### src/rtl/rsi_pkg.sv
package rsi_pkg;

   parameter int FRAC_BITS_DEF = 16;

   // reset radius is 1.0 in unsigned Q15.16
   localparam logic [30:0] RADIUS_RESET = 31'd65536;

   localparam int SQRT_STEPS = 32;
   localparam int DIV_QBITS  = 32;
   localparam int DIV_REM_W  = 66;

   localparam logic signed [67:0] SAT_MAX = 68'sd2147483647;
   localparam logic signed [67:0] SAT_MIN = -68'sd2147483648;

   typedef struct packed {
      logic signed [31:0] t_lo;
      logic signed [31:0] t_hi;
      logic               miss;
      logic               dzero;
   } win_type;

   typedef struct packed {
      logic signed [31:0] a;
      logic signed [31:0] h;
      logic signed [31:0] c;
      win_type            win;
   } coef_type;

   function automatic logic signed [31:0] sat32(input logic signed [67:0] v);
      logic signed [31:0] r;
      if (v > SAT_MAX) begin
         r = 32'sh7fffffff;
      end else if (v < SAT_MIN) begin
         r = 32'sh80000000;
      end else begin
         r = v[31:0];
      end
      return r;
   endfunction

endpackage

### src/rtl/rsi_sqrt.sv
module rsi_sqrt
   import rsi_pkg::*;
#(
   parameter int SIDE_W = 1
) (
   input  logic              clock,
   input  logic              reset,
   input  logic              en,
   input  logic              in_valid,
   input  logic [63:0]       radicand,
   input  logic [SIDE_W-1:0] in_side,
   output logic              out_valid,
   output logic [31:0]       root,
   output logic [SIDE_W-1:0] out_side
);

   localparam int STEPS = SQRT_STEPS;
   localparam int RW    = 36;

   logic [RW-1:0]     rem_ff  [STEPS];
   logic [31:0]       root_ff [STEPS];
   logic [63:0]       rad_ff  [STEPS];
   logic              vld_ff  [STEPS];
   logic [SIDE_W-1:0] side_ff [STEPS];

   for (genvar k = 0; k < STEPS; k++) begin : g_step
      logic [RW-1:0]     rem_prev, rem_sh, trial;
      logic [31:0]       root_prev;
      logic [63:0]       rad_prev;
      logic              vld_prev;
      logic [SIDE_W-1:0] side_prev;

      if (k == 0) begin : g_first
         assign rem_prev  = '0;
         assign root_prev = '0;
         assign rad_prev  = radicand;
         assign vld_prev  = in_valid;
         assign side_prev = in_side;
      end else begin : g_next
         assign rem_prev  = rem_ff[k-1];
         assign root_prev = root_ff[k-1];
         assign rad_prev  = rad_ff[k-1];
         assign vld_prev  = vld_ff[k-1];
         assign side_prev = side_ff[k-1];
      end

      // bring down the next two radicand bits, try root*4+1
      assign rem_sh = {rem_prev[RW-3:0], rad_prev[63:62]};
      assign trial  = {{(RW-34){1'b0}}, root_prev, 2'b01};

      always_ff @(posedge clock) begin
         if (reset) begin
            vld_ff[k] <= 1'b0;
         end else if (en) begin
            vld_ff[k] <= vld_prev;
         end
      end

      always_ff @(posedge clock) begin
         if (en) begin
            if (rem_sh >= trial) begin
               rem_ff[k]  <= rem_sh - trial;
               root_ff[k] <= {root_prev[30:0], 1'b1};
            end else begin
               rem_ff[k]  <= rem_sh;
               root_ff[k] <= {root_prev[30:0], 1'b0};
            end
            rad_ff[k]  <= {rad_prev[61:0], 2'b00};
            side_ff[k] <= side_prev;
         end
      end
   end

   assign out_valid = vld_ff[STEPS-1];
   assign root      = root_ff[STEPS-1];
   assign out_side  = side_ff[STEPS-1];

endmodule

### config.mk
export PLATFORM = sky130hd
export DESIGN_NAME = rsi_sqrt
export DESIGN_NICKNAME = d
export VERILOG_FILES = /design/src/rtl/rsi_pkg.sv /design/src/rtl/rsi_sqrt.sv
export SDC_FILE = /design/constraint.sdc
export NUM_CORES = 2
export LEC_CHECK = 0
export BUFFER_PORTS_ARGS = -buffer_cell sky130_fd_sc_hd__buf_4
export CORE_MARGIN = 2
export CORE_UTILIZATION = 60
export DETAILED_ROUTE_END_ITERATION = 7
export PLACE_DENSITY_LB_ADDON = 0.1
export SYNTH_ARGS = -nofsm -noshare
export SYNTH_HDL_FRONTEND = slang
export SYNTH_MEMORY_MAX_BITS = 65536
export SYNTH_SLANG_ARGS = --single-unit
### constraint.sdc
create_clock -name clock -period 4.79 [get_ports clock]
set_clock_uncertainty 0.15 [all_clocks]
set_input_delay 0.2395 -clock clock [delete_from_list [all_inputs] [get_ports clock]]
set_output_delay 0.2395 -clock clock [all_outputs]
set_load 0.01 [all_outputs]
==> impl_metrics.env <==
export IMPL_outcome="completed"
export IMPL_ios=103
export IMPL_setup_worst_path_end_class="flip-flop"
export IMPL_antenna_found_initial=5
export IMPL_clock_power_share=0.326
export IMPL_first_pass_iters=6
export IMPL_power_density_mw_per_mm2=483
export IMPL_hp_class="input pin to flip-flop"
export IMPL_peakVddDrop_mv=0.379
export IMPL_ys_top_cells_by_area="edfxtp_1 65%, ha_1 5.9%, xnor2_1 3.2%, xor2_1 3.0%, o21ai_0 2.5%"
export IMPL_crit_path_top_delay_cell="edfxtp_1"
export IMPL_grt_setup_unrepaired="no"
export IMPL_gp_congestion=0.928
export IMPL_pwr_share_comb=0.199
export IMPL_p_int_mw=46.7
export IMPL_synth_top_area_frac=0.652
export IMPL_clk_latency_ns=0.91
export IMPL_path_depth=13
export IMPL_cp_common_cell="o21ai_0"
export IMPL_power_switching_mw=17.9
export IMPL_final_util=0.678
export IMPL_cts_path_max_buffers=4
export IMPL_rows=163
export IMPL_critical_path_top_delay_family="compound AO/OA/AOI/OAI gates"
export IMPL_viasPerCell=5.77
export IMPL_avgSynthCellArea_um2=13.0
export IMPL_seq_power_share=0.475
export IMPL_route_vias_total=71700
export IMPL_power_leakage_nw=51.1
export IMPL_initial_core_util=0.604
export IMPL_max_stage_delay_ns=0.53
export IMPL_ctsHtreeMaxLevel=5
export IMPL_yosys_register_bits=2587
export IMPL_clkTransAtPathRegs_ns=0.06
export IMPL_drc=0
export IMPL_synthTopCellsByCount="2586 x edfxtp_1, 733 x nand2_1, 711 x inv_1"
export IMPL_holdWs_ns=0.203
export IMPL_worstPathRequired_ns=5.25
export IMPL_slew_violations=0
export IMPL_syn_instance_count=9156
export IMPL_area_delta_synth_final_pct=12.2
export IMPL_async_reset_ff_frac=0
export IMPL_ys_seq_area_frac=0.652
export IMPL_critPathKind="flip-flop to flip-flop"
export IMPL_yosysTopAreaCell="edfxtp_1"
export IMPL_drive_gt1_frac=0.0726
export IMPL_post_cts_setup_buffers=0
export IMPL_track_usage=0.237
export IMPL_fin_crit_sh=0.895
export IMPL_finalCriticalPeriod_ns=4.29
export IMPL_stdcell_area_mm2=0.134
export IMPL_reg2reg_to="rem_ff[1][389]$_DFFE_PP_"
export IMPL_rr_worst_depth=13
export IMPL_gr_total_overflow=0
export IMPL_min_to="rem_ff[0][0]$_DFFE_PP_"
export IMPL_whs_path_depth=4
export IMPL_drt_wl_total_um=241000
export IMPL_fin_nets=10200
export IMPL_port_buffers=102
export IMPL_synth_area_mm2=0.119
export IMPL_antenna_left=0
export IMPL_fin_setup_tns_ns=0
export IMPL_fmax_mhz=233
export IMPL_die_h_um=450
export IMPL_r2r_start="root_ff[1][289]$_DFFE_PP_"
export IMPL_worstMarginPinSlew_ns=1.00
export IMPL_cap_violations=0
export IMPL_relSlewSlack=0.331
export IMPL_path_buf_inv=1
export IMPL_cts_tree="built"
export IMPL_reg2reg_slack_ns=0.50
export IMPL_critPathArrivalTime_ns=4.75
export IMPL_fillers=13900
export IMPL_hpwl_um=171000
export IMPL_die_w_um=450
export IMPL_clock_sinks=2587
export IMPL_hp_start="radicand[62]"
export IMPL_path_cells="inv_1 -> ha_1 -> or3_1 -> o22ai_1 -> o21ai_0 -> a21oi_1 -> o31ai_1 -> o21ai_0 -> o2111ai_1 -> o311a_1 -> o21ai_0 -> nand2_1 -> xnor2_1"
export IMPL_synth_most_common_cell="edfxtp_1"
export IMPL_yosys_warnings=0
export IMPL_setup_viol=0
export IMPL_synth_ff_type="edfxtp_1"
export IMPL_critPathMaxFanout=4
export IMPL_drt_initial_drc_count=6089
export IMPL_synth_enable_flop_cells=2586
export IMPL_grt_pass1_vias=69800
export IMPL_grt_start_max_net_pins=193
export IMPL_place_area_mm2=0.123
export IMPL_routedWlPerCell_um=19.4
export IMPL_root_buffer="clkbuf_16"
export IMPL_cts_made_buffers=288
export IMPL_yosys_cell_types_count=92
export IMPL_synthesis_nets=9788
export IMPL_startpoint_type="flip-flop"
export IMPL_grt_pass1_wl_um=380000
export IMPL_coreArea_mm2=0.197
export IMPL_p_sw_frac=0.277
export IMPL_hold_viol=0
export IMPL_dieArea_mm2=0.202
## metrics by stage
| stage | power [mW] | worst slack [ns] | instances |
|---|---|---|---|
| final | 64.6 | 0.502 | 12400 |
| after detailed placement | 43.6 | 0.584 | 11800 |
| after floorplan | 39.8 | 1.12 | 9156 |
| after global placement | 43.4 | 0.771 | 11800 |
| after CTS | 65.0 | 0.557 | 12400 |
| after global routing | 67.7 | 0.160 | 12400 |
## layout make-up
cell class                 instances  area [um2]  area share
sequential                      2587       77700       0.581
multi-input combinational       5664       38100       0.285
clock buffer                     328        7400      0.0554
tap                             2640        3300      0.0247
timing repair buffer             320        2920      0.0219
inverter                         711        2670      0.0200
clock inverter                   161        1560      0.0117
antenna                            2        5.00   0.0000374
## cells by family after synthesis
family                   after synthesis  synth area share
multiplexers                          44           0.00411
XOR/XNOR                             840            0.0618
AND/OR/NAND/NOR                     2420             0.101
adder cells (fa/ha/maj)              563            0.0591
buffers and inverters                905            0.0286
flip-flops                          2587             0.652
AO/OA/AOI/OAI                       1797            0.0933
## power by group through the flow
| stage | combinational [mW] | sequential (mW) | clock (mW) |
|---|---|---|---|
| 2_1_floorplan | 9.65 | 30.2 | 0 |
| 3_3_place_gp | 12.3 | 31.0 | 0 |
| 3_5_place_dp | 12.6 | 31.1 | 0 |
| 4_1_cts | 12.8 | 30.6 | 21.6 |
| 5_1_grt | 14.3 | 30.9 | 22.4 |
| 6_report | 12.8 | 30.6 | 21.1 |
## metal layers
layer,wire [um],global-route usage,up-vias
met1,106000,0.329,34500
li1,-,-,34600
met4,8950,0.0896,4
met5,23,0,-
met2,114000,0.386,2038
met3,12000,0.0293,536
## cells in the final DEF (no fill, tap or decap), types with 52 or more instances in the layout
| cell type | netlist | layout |
|---|---|---|
| a21o_1 | 278 | 278 |
| a21oi_1 | 456 | 456 |
| and2_1 | 71 | 71 |
| buf_4 | 1 | 171 |
| clkbuf_16 | 0 | 290 |
| clkinv_1 | 0 | 60 |
| dlygate4sd3_1 | 0 | 135 |
| edfxtp_1 | 2586 | 2586 |
| ha_1 | 563 | 563 |
| inv_1 | 711 | 711 |
| nand2_1 | 733 | 733 |
| nand2b_1 | 120 | 120 |
| nand3_1 | 170 | 170 |
| nand4_1 | 98 | 98 |
| nor2_1 | 448 | 447 |
| nor2b_1 | 81 | 81 |
| nor3_1 | 236 | 234 |
| nor4_1 | 114 | 112 |
| o21a_1 | 98 | 98 |
| o21ai_0 | 588 | 588 |
| or3_1 | 99 | 99 |
| or4_1 | 52 | 52 |
| xnor2_1 | 430 | 430 |
| xor2_1 | 410 | 410 |
## worst min-delay path: stages
cell and delay [ns]:
dlygate4sd3_1 0.53, buf_4 0.10, inv_1 0.05, xnor2_1 0.15
## sequential cells by signal (all words and copies together) (netlist names)
register	count
rem_ff	1003
rad_ff	992
root_ff	528
side_ff	32
vld_ff	32
## worst max-delay path by stage
stage                               from                        to
2_1_floorplan                         en  rem_ff[1][504]$_DFFE_PP_
3_3_place_gp   root_ff[1][289]$_DFFE_PP_  rem_ff[1][393]$_DFFE_PP_
3_5_place_dp    rem_ff[1][180]$_DFFE_PP_  rem_ff[1][241]$_DFFE_PP_
4_1_cts         rem_ff[1][180]$_DFFE_PP_  rem_ff[1][241]$_DFFE_PP_
5_1_grt        root_ff[1][160]$_DFFE_PP_  rem_ff[1][249]$_DFFE_PP_
6_report       root_ff[1][289]$_DFFE_PP_  rem_ff[1][389]$_DFFE_PP_
## what timing repair did
item | in CTS | in global routing
gates resized for setup | 0 | 0
endpoints found under the hold margin | 161 | 0
hold buffers | 135 | 0
(Power assumes the default switching activity.)
